File: src/tkn_pkg.sv
// Shared types, codes and helpers for the top-k candidate table.
// No dependencies; imported by every other file of the block but tkn_ram.
package tkn_pkg;

  localparam int SCORE_W    = 16;
  localparam int COORD_W    = 12;
  localparam int OP_W       = 2;
  localparam int ACT_W      = 4;
  localparam int ROIS_W     = 5;
  localparam int CFG_IDX_W  = 1;
  localparam int CFG_DATA_W = 16;

  localparam logic signed [SCORE_W-1:0] MIN_SCORE_RST = 16'sd100;
  localparam logic [ROIS_W-1:0]         MAX_ROIS_RST  = 5'd4;

  typedef enum logic [OP_W-1:0] {
    OP_OFFER = 2'd0,
    OP_DUMP  = 2'd1,
    OP_CLEAR = 2'd2
  } tkn_op_t;

  typedef enum logic [CFG_IDX_W-1:0] {
    REG_MIN_SCORE = 1'b0,
    REG_MAX_ROIS  = 1'b1
  } tkn_reg_t;

  typedef enum logic [ACT_W-1:0] {
    ACT_BELOW_MIN      = 4'd0,
    ACT_DOMINATED      = 4'd1,
    ACT_APPENDED       = 4'd2,
    ACT_REPLACED_WORST = 4'd3,
    ACT_FULL_DROPPED   = 4'd4,
    ACT_REPLACED_ONE   = 4'd5,
    ACT_MERGED         = 4'd6,
    ACT_ENTRY          = 4'd7,
    ACT_EMPTY          = 4'd8,
    ACT_CLEARED        = 4'd9
  } tkn_action_t;

  // x in the low bits, then y, w, h
  typedef struct packed {
    logic [COORD_W-1:0] h;
    logic [COORD_W-1:0] w;
    logic [COORD_W-1:0] y;
    logic [COORD_W-1:0] x;
  } tkn_rect_t;

  typedef struct packed {
    logic signed [SCORE_W-1:0] score;
    tkn_rect_t                 rect;
  } tkn_entry_t;

  typedef struct packed {
    logic [OP_W-1:0] op;
    tkn_entry_t      cand;
  } tkn_item_t;

  typedef enum logic [3:0] {
    ST_IDLE,
    ST_CHECK,
    ST_SCAN,
    ST_DECIDE,
    ST_COMPACT,
    ST_EMIT,
    ST_DUMP_RD,
    ST_DUMP_OUT
  } tkn_state_t;

  typedef enum logic [3:0] {
    CMD_NONE,
    CMD_LOAD,
    CMD_RESULT,
    CMD_SCAN,
    CMD_COMPACT_START,
    CMD_COMPACT,
    CMD_PLACE,
    CMD_CLEAR,
    CMD_EMIT,
    CMD_DUMP_RD,
    CMD_DUMP_OUT
  } tkn_cmd_kind_t;

  typedef enum logic [1:0] {
    PL_APPEND,
    PL_WORST,
    PL_FIRST,
    PL_MERGE
  } tkn_place_t;

  typedef struct packed {
    tkn_cmd_kind_t kind;
    tkn_action_t   act;
    tkn_place_t    place;
  } tkn_cmd_t;

  typedef struct packed {
    logic [OP_W-1:0] op;
    logic            below_min;
    logic            dominated;
    logic            pass_done;
    logic            none_beaten;
    logic            one_beaten;
    logic            fill_lt_limit;
    logic            have_worst;
    logic            fill_zero;
    logic            out_free;
    logic            dump_last;
  } tkn_status_t;

  function automatic int tkn_idx_bits(input int n);
    return (n > 1) ? $clog2(n) : 1;
  endfunction

  function automatic int tkn_cnt_bits(input int n);
    return $clog2(n + 1);
  endfunction

  // Interiors share a pixel; a zero width or height overlaps nothing.
  function automatic logic tkn_overlap(input tkn_rect_t a, input tkn_rect_t b);
    logic [COORD_W:0] a_xe;
    logic [COORD_W:0] a_ye;
    logic [COORD_W:0] b_xe;
    logic [COORD_W:0] b_ye;
    logic             empty;
    a_xe  = {1'b0, a.x} + {1'b0, a.w};
    a_ye  = {1'b0, a.y} + {1'b0, a.h};
    b_xe  = {1'b0, b.x} + {1'b0, b.w};
    b_ye  = {1'b0, b.y} + {1'b0, b.h};
    empty = (a.w == '0) || (a.h == '0) || (b.w == '0) || (b.h == '0);
    return !empty && ({1'b0, a.x} < b_xe) && ({1'b0, b.x} < a_xe) &&
           ({1'b0, a.y} < b_ye) && ({1'b0, b.y} < a_ye);
  endfunction

endpackage

File: src/tkn_if.sv
// Valid/ready channel interfaces: candidate input, result output, config writes.
// Depends on tkn_pkg.
interface tkn_in_if import tkn_pkg::*; ();
  logic                      valid;
  logic                      ready;
  logic [OP_W-1:0]           op;
  logic signed [SCORE_W-1:0] cand_score;
  logic [COORD_W-1:0]        cand_x;
  logic [COORD_W-1:0]        cand_y;
  logic [COORD_W-1:0]        cand_w;
  logic [COORD_W-1:0]        cand_h;

  modport source (output valid, op, cand_score, cand_x, cand_y, cand_w, cand_h,
                  input ready);
  modport sink   (input valid, op, cand_score, cand_x, cand_y, cand_w, cand_h,
                  output ready);
endinterface

interface tkn_out_if import tkn_pkg::*; #(parameter int MAX_ENTRIES = 16) ();
  localparam int IDX_W = tkn_idx_bits(MAX_ENTRIES);
  localparam int CNT_W = tkn_cnt_bits(MAX_ENTRIES);

  logic                      valid;
  logic                      ready;
  logic [ACT_W-1:0]          action;
  logic [IDX_W-1:0]          slot;
  logic signed [SCORE_W-1:0] entry_score;
  logic [COORD_W-1:0]        entry_x;
  logic [COORD_W-1:0]        entry_y;
  logic [COORD_W-1:0]        entry_w;
  logic [COORD_W-1:0]        entry_h;
  logic [CNT_W-1:0]          entry_count;
  logic                      last;

  modport source (output valid, action, slot, entry_score, entry_x, entry_y, entry_w,
                  entry_h, entry_count, last, input ready);
  modport sink   (input valid, action, slot, entry_score, entry_x, entry_y, entry_w,
                  entry_h, entry_count, last, output ready);
endinterface

interface tkn_cfg_if import tkn_pkg::*; ();
  logic                  valid;
  logic                  ready;
  logic [CFG_IDX_W-1:0]  index;
  logic [CFG_DATA_W-1:0] data;

  modport source (output valid, index, data, input ready);
  modport sink   (input valid, index, data, output ready);
endinterface

File: src/tkn_ram.sv
// Generic single-write, single-read RAM with registered read data.
// No dependencies.
module tkn_ram #(
  parameter int WIDTH = 64,
  parameter int DEPTH = 16,
  localparam int ADDR_W = (DEPTH > 1) ? $clog2(DEPTH) : 1
) (
  input  logic              clk,
  input  logic              we,
  input  logic [ADDR_W-1:0] waddr,
  input  logic [WIDTH-1:0]  wdata,
  input  logic              re,
  input  logic [ADDR_W-1:0] raddr,
  output logic [WIDTH-1:0]  rdata
);

  logic [WIDTH-1:0] mem_r [DEPTH];

  always_ff @(posedge clk) begin
    if (we) begin
      mem_r[waddr] <= wdata;
    end
    if (re) begin
      rdata <= mem_r[raddr];
    end
  end

endmodule

File: src/tkn_ctrl.sv
// Sequencing state machine of the candidate table: issues datapath commands.
// Depends on tkn_pkg.
module tkn_ctrl import tkn_pkg::*; (
  input  logic        clk,
  input  logic        rst_n,
  input  logic        in_valid,
  output logic        in_ready,
  input  tkn_status_t sts,
  output tkn_cmd_t    cmd
);

  tkn_state_t state_r, state_nxt;

  always_ff @(posedge clk) begin
    if (!rst_n) begin
      state_r <= ST_IDLE;
    end else begin
      state_r <= state_nxt;
    end
  end

  always_comb begin
    state_nxt = state_r;
    case (state_r)
      ST_IDLE: begin
        if (in_valid) state_nxt = ST_CHECK;
      end
      ST_CHECK: begin
        case (sts.op)
          OP_OFFER: state_nxt = sts.below_min ? ST_EMIT : ST_SCAN;
          OP_DUMP:  state_nxt = sts.fill_zero ? ST_EMIT : ST_DUMP_RD;
          OP_CLEAR: state_nxt = ST_EMIT;
          default:  state_nxt = ST_IDLE;
        endcase
      end
      ST_SCAN: begin
        if (sts.dominated)      state_nxt = ST_EMIT;
        else if (sts.pass_done) state_nxt = ST_DECIDE;
      end
      ST_DECIDE: begin
        if (sts.none_beaten || sts.one_beaten) state_nxt = ST_EMIT;
        else                                   state_nxt = ST_COMPACT;
      end
      ST_COMPACT: begin
        if (sts.pass_done) state_nxt = ST_EMIT;
      end
      ST_EMIT: begin
        if (sts.out_free) state_nxt = ST_IDLE;
      end
      ST_DUMP_RD: state_nxt = ST_DUMP_OUT;
      ST_DUMP_OUT: begin
        if (sts.out_free) state_nxt = sts.dump_last ? ST_IDLE : ST_DUMP_RD;
      end
      default: state_nxt = ST_IDLE;
    endcase
  end

  always_comb begin
    in_ready  = 1'b0;
    cmd.kind  = CMD_NONE;
    cmd.act   = ACT_BELOW_MIN;
    cmd.place = PL_APPEND;
    case (state_r)
      ST_IDLE: begin
        in_ready = 1'b1;
        if (in_valid) cmd.kind = CMD_LOAD;
      end
      ST_CHECK: begin
        case (sts.op)
          OP_OFFER: begin
            if (sts.below_min) begin
              cmd.kind = CMD_RESULT;
              cmd.act  = ACT_BELOW_MIN;
            end
          end
          OP_DUMP: begin
            if (sts.fill_zero) begin
              cmd.kind = CMD_RESULT;
              cmd.act  = ACT_EMPTY;
            end
          end
          OP_CLEAR: begin
            cmd.kind = CMD_CLEAR;
            cmd.act  = ACT_CLEARED;
          end
          default: cmd.kind = CMD_NONE;
        endcase
      end
      ST_SCAN: begin
        if (sts.dominated) begin
          cmd.kind = CMD_RESULT;
          cmd.act  = ACT_DOMINATED;
        end else begin
          cmd.kind = CMD_SCAN;
        end
      end
      ST_DECIDE: begin
        if (sts.none_beaten) begin
          if (sts.fill_lt_limit) begin
            cmd.kind  = CMD_PLACE;
            cmd.place = PL_APPEND;
            cmd.act   = ACT_APPENDED;
          end else if (sts.have_worst) begin
            cmd.kind  = CMD_PLACE;
            cmd.place = PL_WORST;
            cmd.act   = ACT_REPLACED_WORST;
          end else begin
            cmd.kind = CMD_RESULT;
            cmd.act  = ACT_FULL_DROPPED;
          end
        end else if (sts.one_beaten) begin
          cmd.kind  = CMD_PLACE;
          cmd.place = PL_FIRST;
          cmd.act   = ACT_REPLACED_ONE;
        end else begin
          cmd.kind = CMD_COMPACT_START;
        end
      end
      ST_COMPACT: begin
        if (sts.pass_done) begin
          cmd.kind  = CMD_PLACE;
          cmd.place = PL_MERGE;
          cmd.act   = ACT_MERGED;
        end else begin
          cmd.kind = CMD_COMPACT;
        end
      end
      ST_EMIT: begin
        if (sts.out_free) cmd.kind = CMD_EMIT;
      end
      ST_DUMP_RD: cmd.kind = CMD_DUMP_RD;
      ST_DUMP_OUT: begin
        if (sts.out_free) cmd.kind = CMD_DUMP_OUT;
      end
      default: cmd.kind = CMD_NONE;
    endcase
  end

endmodule

File: src/tkn_dp.sv
// Datapath: config registers, entry RAM, scan/compaction counters, result register.
// Depends on tkn_pkg, tkn_if, tkn_ram.
module tkn_dp import tkn_pkg::*; #(
  parameter int MAX_ENTRIES = 16
) (
  input  logic         clk,
  input  logic         rst_n,
  input  tkn_item_t    item,
  input  tkn_cmd_t     cmd,
  output tkn_status_t  sts,
  tkn_cfg_if.sink      cfg_ch,
  tkn_out_if.source    out_ch
);

  localparam int IDX_W = tkn_idx_bits(MAX_ENTRIES);
  localparam int CNT_W = tkn_cnt_bits(MAX_ENTRIES);
  localparam int LIM_W = (CNT_W > ROIS_W) ? CNT_W : ROIS_W;
  localparam logic [CNT_W-1:0] FULL_CNT = CNT_W'(MAX_ENTRIES);

  logic signed [SCORE_W-1:0] min_score_r;
  logic [ROIS_W-1:0]         max_rois_r;
  logic [CNT_W-1:0]          fill_r, fill_nxt;
  logic                      out_valid_r;
  logic                      rv_r;
  logic [CNT_W-1:0]          rd_idx_r;
  logic [IDX_W-1:0]          ri_r;
  logic [1:0]                nb_r;
  logic [IDX_W-1:0]          first_r;
  logic signed [SCORE_W-1:0] worst_r;
  logic [IDX_W-1:0]          worst_id_r;
  logic                      have_worst_r;
  logic [IDX_W-1:0]          wr_ptr_r;
  logic [OP_W-1:0]           op_r;
  tkn_entry_t                cand_r;
  logic [ACT_W-1:0]          res_act_r;
  logic [IDX_W-1:0]          res_slot_r;

  logic [ACT_W-1:0]          out_act_r;
  logic [IDX_W-1:0]          out_slot_r;
  tkn_entry_t                out_ent_r;
  logic [CNT_W-1:0]          out_cnt_r;
  logic                      out_last_r;

  tkn_entry_t       rd_ent;
  tkn_entry_t       ram_wdata;
  logic [IDX_W-1:0] ram_waddr;
  logic [IDX_W-1:0] place_slot;
  logic             ram_we, ram_re;
  logic             scan_rd, more_left, ov, beats, keep, out_free, load_out;

  tkn_ram #(
    .WIDTH ($bits(tkn_entry_t)),
    .DEPTH (MAX_ENTRIES)
  ) u_ram (
    .clk   (clk),
    .we    (ram_we),
    .waddr (ram_waddr),
    .wdata (ram_wdata),
    .re    (ram_re),
    .raddr (rd_idx_r[IDX_W-1:0]),
    .rdata (rd_ent)
  );

  assign ov        = tkn_overlap(rd_ent.rect, cand_r.rect);
  assign beats     = rd_ent.score < cand_r.score;
  assign more_left = rd_idx_r < fill_r;
  assign scan_rd   = ((cmd.kind == CMD_SCAN) || (cmd.kind == CMD_COMPACT)) && more_left;
  assign ram_re    = scan_rd || (cmd.kind == CMD_DUMP_RD);
  // compaction: every overlapping entry was beaten, the rest slide down
  assign keep      = (cmd.kind == CMD_COMPACT) && rv_r && !ov;
  assign out_free  = !out_valid_r || out_ch.ready;
  assign load_out  = (cmd.kind == CMD_EMIT) || (cmd.kind == CMD_DUMP_OUT);

  always_comb begin
    case (cmd.place)
      PL_APPEND: place_slot = fill_r[IDX_W-1:0];
      PL_WORST:  place_slot = worst_id_r;
      PL_FIRST:  place_slot = first_r;
      PL_MERGE:  place_slot = wr_ptr_r;
      default:   place_slot = fill_r[IDX_W-1:0];
    endcase
  end

  assign ram_we    = keep || (cmd.kind == CMD_PLACE);
  assign ram_waddr = keep ? wr_ptr_r : place_slot;
  assign ram_wdata = keep ? rd_ent : cand_r;

  always_comb begin
    fill_nxt = fill_r;
    if (cmd.kind == CMD_CLEAR) begin
      fill_nxt = '0;
    end else if (cmd.kind == CMD_PLACE) begin
      if (cmd.place == PL_APPEND)     fill_nxt = fill_r + 1'b1;
      else if (cmd.place == PL_MERGE) fill_nxt = CNT_W'(wr_ptr_r) + 1'b1;
    end
  end

  always_comb begin
    sts.op            = op_r;
    sts.below_min     = cand_r.score < min_score_r;
    sts.dominated     = rv_r && ov && !beats;
    sts.pass_done     = !more_left && !rv_r;
    sts.none_beaten   = (nb_r == 2'd0);
    sts.one_beaten    = (nb_r == 2'd1);
    // limit is max_rois clamped to the table depth
    sts.fill_lt_limit = (LIM_W'(fill_r) < LIM_W'(max_rois_r)) && (fill_r < FULL_CNT);
    sts.have_worst    = have_worst_r;
    sts.fill_zero     = (fill_r == '0);
    sts.out_free      = out_free;
    sts.dump_last     = (rd_idx_r == fill_r);
  end

  assign cfg_ch.ready = 1'b1;

  // control state
  always_ff @(posedge clk) begin
    if (!rst_n) begin
      min_score_r  <= MIN_SCORE_RST;
      max_rois_r   <= MAX_ROIS_RST;
      fill_r       <= '0;
      out_valid_r  <= 1'b0;
      rv_r         <= 1'b0;
      rd_idx_r     <= '0;
      nb_r         <= 2'd0;
      have_worst_r <= 1'b0;
      wr_ptr_r     <= '0;
    end else begin
      if (cfg_ch.valid) begin
        case (tkn_reg_t'(cfg_ch.index))
          REG_MIN_SCORE: min_score_r <= cfg_ch.data;
          REG_MAX_ROIS:  max_rois_r  <= cfg_ch.data[ROIS_W-1:0];
          default:       max_rois_r  <= max_rois_r;
        endcase
      end
      fill_r <= fill_nxt;
      rv_r   <= scan_rd;
      if (load_out)          out_valid_r <= 1'b1;
      else if (out_ch.ready) out_valid_r <= 1'b0;

      if (cmd.kind == CMD_LOAD) begin
        rd_idx_r     <= '0;
        nb_r         <= 2'd0;
        have_worst_r <= 1'b0;
        wr_ptr_r     <= '0;
      end else if (cmd.kind == CMD_COMPACT_START) begin
        rd_idx_r <= '0;
        wr_ptr_r <= '0;
      end else begin
        if (ram_re) rd_idx_r <= rd_idx_r + 1'b1;
        if (keep)   wr_ptr_r <= wr_ptr_r + 1'b1;
        if ((cmd.kind == CMD_SCAN) && rv_r) begin
          if (ov && (nb_r != 2'd2)) nb_r <= nb_r + 1'b1;
          if (worst_r > rd_ent.score) have_worst_r <= 1'b1;
        end
      end
    end
  end

  // payload
  always_ff @(posedge clk) begin
    if (cmd.kind == CMD_LOAD) begin
      op_r    <= item.op;
      cand_r  <= item.cand;
      worst_r <= item.cand.score;
    end
    if (ram_re) ri_r <= rd_idx_r[IDX_W-1:0];
    if ((cmd.kind == CMD_SCAN) && rv_r) begin
      if (ov && (nb_r == 2'd0)) first_r <= ri_r;
      if (worst_r > rd_ent.score) begin
        worst_r    <= rd_ent.score;
        worst_id_r <= ri_r;
      end
    end
    if ((cmd.kind == CMD_RESULT) || (cmd.kind == CMD_CLEAR)) begin
      res_act_r  <= cmd.act;
      res_slot_r <= '0;
    end else if (cmd.kind == CMD_PLACE) begin
      res_act_r  <= cmd.act;
      res_slot_r <= place_slot;
    end
    if (cmd.kind == CMD_EMIT) begin
      out_act_r  <= res_act_r;
      out_slot_r <= res_slot_r;
      out_ent_r  <= '0;
      out_cnt_r  <= fill_r;
      out_last_r <= 1'b1;
    end else if (cmd.kind == CMD_DUMP_OUT) begin
      out_act_r  <= ACT_ENTRY;
      out_slot_r <= ri_r;
      out_ent_r  <= rd_ent;
      out_cnt_r  <= fill_r;
      out_last_r <= (rd_idx_r == fill_r);
    end
  end

  assign out_ch.valid       = out_valid_r;
  assign out_ch.action      = out_act_r;
  assign out_ch.slot        = out_slot_r;
  assign out_ch.entry_score = out_ent_r.score;
  assign out_ch.entry_x     = out_ent_r.rect.x;
  assign out_ch.entry_y     = out_ent_r.rect.y;
  assign out_ch.entry_w     = out_ent_r.rect.w;
  assign out_ch.entry_h     = out_ent_r.rect.h;
  assign out_ch.entry_count = out_cnt_r;
  assign out_ch.last        = out_last_r;

endmodule

File: src/top_k_nonoverlap_candidate_table_unit.sv
// Top level of the top-k non-overlapping candidate table (greedy NMS).
// Depends on tkn_pkg, tkn_if, tkn_ctrl, tkn_dp (which holds tkn_ram).
//
//  channel | dir | handshake     | item
//  --------+-----+---------------+----------------------------------------------
//  in_ch   | in  | valid/ready   | op, candidate score and rectangle
//  out_ch  | out | valid/ready   | action, slot, entry fields, count, last
//  cfg_ch  | in  | valid/ready   | register index (0 min_score, 1 max_rois), data
//
//  Reads: an offer makes one walk over the entry RAM's single read port, one
//  entry per cycle, or two walks when several overlapped entries are merged
//  away. A dump reads each entry only once the one before is loaded for output.
//  Reset: clears the fill count, the controller and the output valid and loads
//  the register defaults; entries are never cleared, only those below the fill
//  count are read.
//  Stalls: results sit in an output register; the next item is taken while it
//  waits. A held result stalls only the following result load.
module top_k_nonoverlap_candidate_table_unit import tkn_pkg::*; #(
  parameter int MAX_ENTRIES = 16
) (
  input  logic       clk,
  input  logic       rst_n,
  tkn_in_if.sink     in_ch,
  tkn_out_if.source  out_ch,
  tkn_cfg_if.sink    cfg_ch
);

  localparam int CNT_W = tkn_cnt_bits(MAX_ENTRIES);

  tkn_cmd_t    cmd;
  tkn_status_t sts;
  tkn_item_t   item;
  logic        in_ready;
  logic        in_fire;

  always_comb begin
    item.op              = in_ch.op;
    item.cand.score      = in_ch.cand_score;
    item.cand.rect.x     = in_ch.cand_x;
    item.cand.rect.y     = in_ch.cand_y;
    item.cand.rect.w     = in_ch.cand_w;
    item.cand.rect.h     = in_ch.cand_h;
  end

  assign in_ch.ready = in_ready;
  assign in_fire     = in_ch.valid && in_ready;

  // sequencer: one item at a time, from accept to its last result load
  tkn_ctrl u_ctrl (
    .clk      (clk),
    .rst_n    (rst_n),
    .in_valid (in_ch.valid),
    .in_ready (in_ready),
    .sts      (sts),
    .cmd      (cmd)
  );

  // table storage, scan/compaction logic and result register
  tkn_dp #(
    .MAX_ENTRIES (MAX_ENTRIES)
  ) u_dp (
    .clk    (clk),
    .rst_n  (rst_n),
    .item   (item),
    .cmd    (cmd),
    .sts    (sts),
    .cfg_ch (cfg_ch),
    .out_ch (out_ch)
  );

  // work on an item blocks the input for at least the next cycle
  a_one_at_a_time: assert property (@(posedge clk) disable iff (!rst_n)
    in_fire |=> !in_ch.ready)
    else $error("input taken while an item is in progress");

  a_count_bound: assert property (@(posedge clk) disable iff (!rst_n)
    out_ch.valid |-> (out_ch.entry_count <= CNT_W'(MAX_ENTRIES)))
    else $error("entry count above table depth");

  a_slot_in_table: assert property (@(posedge clk) disable iff (!rst_n)
    (out_ch.valid && ((out_ch.action == ACT_APPENDED) ||
                      (out_ch.action == ACT_REPLACED_WORST) ||
                      (out_ch.action == ACT_REPLACED_ONE) ||
                      (out_ch.action == ACT_MERGED) ||
                      (out_ch.action == ACT_ENTRY)))
    |-> (CNT_W'(out_ch.slot) < out_ch.entry_count))
    else $error("slot outside the filled table");

  a_quiet_payload: assert property (@(posedge clk) disable iff (!rst_n)
    (out_ch.valid && (out_ch.action != ACT_ENTRY)) |->
    ((out_ch.entry_score == '0) && (out_ch.entry_x == '0) && (out_ch.entry_y == '0) &&
     (out_ch.entry_w == '0) && (out_ch.entry_h == '0) && out_ch.last))
    else $error("non-entry result carries entry data or lacks last");

endmodule
File: src/flat_wrapper.sv
// flat-port wrapper written by rule: the top's interface ports become plain ports
module top_k_nonoverlap_candidate_table_unit_flat import tkn_pkg::*;
#(
  parameter int MAX_ENTRIES = 16
)
  (clk, rst_n, in_ch_valid, in_ch_op, in_ch_cand_score, in_ch_cand_x, in_ch_cand_y, in_ch_cand_w, in_ch_cand_h, in_ch_ready, out_ch_valid, out_ch_action, out_ch_slot, out_ch_entry_score, out_ch_entry_x, out_ch_entry_y, out_ch_entry_w, out_ch_entry_h, out_ch_entry_count, out_ch_last, out_ch_ready, cfg_ch_valid, cfg_ch_index, cfg_ch_data, cfg_ch_ready);
  tkn_in_if in_ch_i ();
  tkn_out_if #(.MAX_ENTRIES(MAX_ENTRIES)) out_ch_i ();
  tkn_cfg_if cfg_ch_i ();
  input  logic clk;
  input  logic rst_n;
  input wire logic [$bits(in_ch_i.valid)-1:0] in_ch_valid;
  input wire logic [$bits(in_ch_i.op)-1:0] in_ch_op;
  input wire logic [$bits(in_ch_i.cand_score)-1:0] in_ch_cand_score;
  input wire logic [$bits(in_ch_i.cand_x)-1:0] in_ch_cand_x;
  input wire logic [$bits(in_ch_i.cand_y)-1:0] in_ch_cand_y;
  input wire logic [$bits(in_ch_i.cand_w)-1:0] in_ch_cand_w;
  input wire logic [$bits(in_ch_i.cand_h)-1:0] in_ch_cand_h;
  output wire logic [$bits(in_ch_i.ready)-1:0] in_ch_ready;
  output wire logic [$bits(out_ch_i.valid)-1:0] out_ch_valid;
  output wire logic [$bits(out_ch_i.action)-1:0] out_ch_action;
  output wire logic [$bits(out_ch_i.slot)-1:0] out_ch_slot;
  output wire logic [$bits(out_ch_i.entry_score)-1:0] out_ch_entry_score;
  output wire logic [$bits(out_ch_i.entry_x)-1:0] out_ch_entry_x;
  output wire logic [$bits(out_ch_i.entry_y)-1:0] out_ch_entry_y;
  output wire logic [$bits(out_ch_i.entry_w)-1:0] out_ch_entry_w;
  output wire logic [$bits(out_ch_i.entry_h)-1:0] out_ch_entry_h;
  output wire logic [$bits(out_ch_i.entry_count)-1:0] out_ch_entry_count;
  output wire logic [$bits(out_ch_i.last)-1:0] out_ch_last;
  input wire logic [$bits(out_ch_i.ready)-1:0] out_ch_ready;
  input wire logic [$bits(cfg_ch_i.valid)-1:0] cfg_ch_valid;
  input wire logic [$bits(cfg_ch_i.index)-1:0] cfg_ch_index;
  input wire logic [$bits(cfg_ch_i.data)-1:0] cfg_ch_data;
  output wire logic [$bits(cfg_ch_i.ready)-1:0] cfg_ch_ready;
  assign in_ch_i.valid = in_ch_valid;
  assign in_ch_i.op = in_ch_op;
  assign in_ch_i.cand_score = in_ch_cand_score;
  assign in_ch_i.cand_x = in_ch_cand_x;
  assign in_ch_i.cand_y = in_ch_cand_y;
  assign in_ch_i.cand_w = in_ch_cand_w;
  assign in_ch_i.cand_h = in_ch_cand_h;
  assign in_ch_ready = in_ch_i.ready;
  assign out_ch_valid = out_ch_i.valid;
  assign out_ch_action = out_ch_i.action;
  assign out_ch_slot = out_ch_i.slot;
  assign out_ch_entry_score = out_ch_i.entry_score;
  assign out_ch_entry_x = out_ch_i.entry_x;
  assign out_ch_entry_y = out_ch_i.entry_y;
  assign out_ch_entry_w = out_ch_i.entry_w;
  assign out_ch_entry_h = out_ch_i.entry_h;
  assign out_ch_entry_count = out_ch_i.entry_count;
  assign out_ch_last = out_ch_i.last;
  assign out_ch_i.ready = out_ch_ready;
  assign cfg_ch_i.valid = cfg_ch_valid;
  assign cfg_ch_i.index = cfg_ch_index;
  assign cfg_ch_i.data = cfg_ch_data;
  assign cfg_ch_ready = cfg_ch_i.ready;
  top_k_nonoverlap_candidate_table_unit #(.MAX_ENTRIES(MAX_ENTRIES)) u_core (.clk(clk), .rst_n(rst_n), .in_ch(in_ch_i), .out_ch(out_ch_i), .cfg_ch(cfg_ch_i));
endmodule
File: config.mk
export PLATFORM = sky130hd
export DESIGN_NAME = top_k_nonoverlap_candidate_table_unit_flat
export DESIGN_NICKNAME = d
export VERILOG_FILES = /design/src/tkn_pkg.sv /design/src/tkn_if.sv /design/src/tkn_ram.sv /design/src/tkn_ctrl.sv /design/src/tkn_dp.sv /design/src/top_k_nonoverlap_candidate_table_unit.sv /design/src/flat_wrapper.sv
export SDC_FILE = /design/constraint.sdc
export NUM_CORES = 2
export LEC_CHECK = 0
export CAP_MARGIN = 20
export CORE_MARGIN = 2
export CORE_UTILIZATION = 60
export DETAILED_ROUTE_END_ITERATION = 6
export DONT_BUFFER_PORTS = 1
export GPL_TIMING_DRIVEN = 0
export HOLD_SLACK_MARGIN = 0.15
export PLACE_DENSITY = 0.76
export SYNTH_ARGS = -nofsm -noshare
export SYNTH_HDL_FRONTEND = slang
export SYNTH_HIERARCHICAL = 1
export SYNTH_SLANG_ARGS = --single-unit
File: constraint.sdc
create_clock -name clk -period 11.55 [get_ports clk]
set_input_delay 0.5775 -clock clk [delete_from_list [all_inputs] [get_ports clk]]
set_output_delay 0.5775 -clock clk [all_outputs]
set_load 0.01 [all_outputs]
==> metrics.txt <==
status finished clean; Switching Share 0.235; Synth cell types 81; Post-synth EDFFs 1,183; grt peak-use layer met2; core area 89,600 µm²; Psw 0.00254 W; # Max-Cap Violations 0; main area contributors after synthesis edfxtp_1, mux4_2, dfxtp_1; min cycle time layout 8.97 ns; flops & latches, synth 1,311; non-filler cells, final 4,650; vias in the first global route 31,300; Comb power frac 0.086; Syn. warnings 6; Critical Path Max Stage Delay 0.68 ns; clk_lat worst skew 0.76 ns; I/O pins 169; share of cells above drive strength 1 0.195; P_leak 21.4 nW; Post-Syn Nets 3,302; clock sinks 1,311; Critical Path Sink Type register; Cell Area, Synth 54,000 µm²; commonest non-fill, non-tap cell in the layout edfxtp_1; commonest cells after routing, fill and taps aside edfxtp_1, nand2_1, mux4_2; post-synthesis cell count 3,049; WS Path Type register to register; met3 Use GR 0.0687; number of vias per cell 6.68; DR pass1 iterations 6; P_int 0.00825 W; post-cts resize count 0; GRT Util Overall 0.312; final core occ 0.695; CTS Buffer Depth 3; Synth Flop Type edfxtp_1; power per cell area 173 nW/µm²; Worst R2R Path Depth 31; Placer Congestion 0.882; GRT overflow 0; met2 Usage GRT 0.514; Clk pwr share 0.397; Worst setup SP type register; Via Count 31,100; FMAX 111 MHz; CTS Hold Bufs 90; input/output buffers 0; setup TNS 0 ns; CP Max Fanout 10; Routed wire per std cell 31.0 µm; die height 304 µm; Post CTS Setup Buffer Count 0; Die W 304 µm; area leader, netlist edfxtp_1; root buf cell clkbuf_16; largest net degree at the start of global routing 44; slowest CP cell nor3_2; cts bufs inserted 132; Critical Path RT 12.00 ns; worst slew pin tran 1.12 ns; Fill cells 5,412; starting density of the core 0.603; cell row count 110; Avg Cell Area, Syn 17.7 µm²; drc violations 0; clk_skew 0.0379 ns; DRT iter0 DRCs 3,955; final count of negative-setup-slack endpoints 0; sequential element share of the synthesized area 0.705; die area 92,500 µm²; Final #Nets 3,616; Max VDD drop 0.183 mV; first-pass GRT wire length 208 mm; initial antenna violation count 1; top cell type's share of synthesized area 0.657; Cells after DPL 4,300; met1 Use GR 0.407; Worst-path clk slew 0.06 ns; period utilization 0.777; RSZ-0062 raised after global routing no; TritonCTS clock tree built; Hold WC Path Type input pin to register; DP HPWL 96.9 mm; H-tree depth 4; Seq pwr share 0.517; ANT nets after route 0; Hold Vio Cnt, Final 0; Max-slew headroom 0.250; area grow syn2layout 15.3%; asr flop ratio synth 0; DRT Wirelength 144 mm; Final Max Slew Viols 0; Hold Path Cell Cnt 3; Worst EP arrival 9.42 ns
[cell families (layout without fill, tap and decap cells)]
kind of cell / Yosys count / in the layout / share of synthesized area
adders and majority gates: 165 / 165 / 0.0388
buffers and inverters: 227 / 651 / 0.0195
other: 1 / 2 / 0.0000694
xor gates and xnor gates: 44 / 44 / 0.00713
AOI/OAI and AO/OA: 397 / 397 / 0.0511
muxes: 373 / 373 / 0.133
DFF: 1311 / 1311 / 0.705
and+or+nand+nor: 531 / 531 / 0.0453
[worst max-delay path, delay by kind of cell (launching register included)]
family	cells	cell delay, ns
AO/OA/AOI/OAI	14	2.99
AND/OR/NAND/NOR	8	2.91
flip-flops	1	0.59
multiplexers	1	0.35
adder cells (fa/ha/maj)	2	0.59
XOR/XNOR	1	0.11
buffers and inverters	5	1.09
[routing by layer]
layer	vias to the layer above	part of all wire
li1	12800	-
met1	15800	0.36
met2	2070	0.49
met3	356	0.11
met4	2	0.041
met5	-	0.000090
[synth_stat cells, types with 6 or more instances]
master,count
ha_1,161
nor2_1,66
dfxtp_1,128
nand2_1,263
buf_2,19
o211ai_1,12
o21ai_0,39
nor3_1,14
nand3b_1,6
a21o_1,32
edfxtp_1,1183
nand4_1,11
buf_1,14
buf_4,12
nand2b_1,29
inv_1,91
a22oi_1,128
o21a_1,9
and3_1,7
a22o_1,6
xnor2_1,17
nor2b_1,19
nor4_1,16
a21boi_0,21
xor2_1,27
mux2_4,50
clkbuf_1,70
buf_6,18
mux2i_1,60
o31ai_1,19
nand3_1,74
a21oi_1,69
mux4_2,256
or3_1,6
[area by class of cell]
class	instances	area (µm²)	share of cell area
Tap cell	1176	1470	0.0236
Clock inverter	61	709	0.0114
Antenna cell	1	2.50	0.0000402
Timing Repair Buffer	180	2290	0.0367
Sequential cell	1311	38100	0.612
Multi-Input combinational cell	1511	15000	0.241
Inverter	94	353	0.00567
Clock buffer	183	3660	0.0587
Buffer	133	711	0.0114
[path summary, 6_finish.rpt]
kind | startpoint | end | slack (ns)
min reg2reg | u_core/u_dp/min_score_r[15]$_SDFFE_PN0P_ | u_core/u_dp/min_score_r[15]$_SDFFE_PN0P_ | 0.47
min | rst_n | u_core/u_dp/wr_ptr_r[0]$_SDFFE_PP0P_ | 0.22
max | u_core/u_dp/u_ram/rdata[1]$_DFFE_PP_ | u_core/u_dp/u_ram/mem_r[0][8]$_DFFE_PP_ | 2.58
max reg2reg | u_core/u_dp/u_ram/rdata[1]$_DFFE_PP_ | u_core/u_dp/u_ram/mem_r[0][8]$_DFFE_PP_ | 2.58
[sequential cells by signal, summed over array words and instances, names as in the netlist, 5 cells and up]
signal                          flops
u_core/u_dp/cand_r                 64
u_core/u_dp/max_rois_r              5
u_core/u_dp/out_ch.entry_w         12
u_core/u_dp/fill_r                  5
u_core/u_dp/u_ram/mem_r          1024
u_core/u_dp/out_ch.entry_y         12
u_core/u_dp/min_score_r            16
u_core/u_dp/out_ch.entry_x         12
u_core/u_dp/u_ram/rdata            64
u_core/u_dp/out_ch.entry_h         12
u_core/u_dp/out_ch.entry_count      5
u_core/u_dp/worst_r                16
u_core/u_dp/out_ch.entry_score     16
u_core/u_dp/rd_idx_r                5
[stage by stage]
step | instance area, µm² | hold WS, ns | total power, W | setup WS, ns
after floorplan | 54000 | 0.437 | 0.00622 | 1.42
after global placement | 55500 | 0.456 | 0.00648 | -5.91
after detailed placement | 56900 | 0.462 | 0.00654 | 2.83
after CTS | 62200 | 0.168 | 0.0108 | 2.78
after global routing | 62300 | 0.210 | 0.0111 | 2.28
final | 62300 | 0.218 | 0.0108 | 2.58
[power groups by stage]
| stage | registers [W] | clock network [W] | logic, W |
|---|---|---|---|
| floorplan | 0.00559 | 0 | 0.000633 |
| global placement | 0.00567 | 0 | 0.000811 |
| detailed placement | 0.00567 | 0 | 0.000874 |
| CTS | 0.00557 | 0.00433 | 0.000907 |
| global route | 0.00558 | 0.00451 | 0.00103 |
| finish | 0.00557 | 0.00429 | 0.000929 |
No activity file was read; power rests on OpenSTA's default activity.
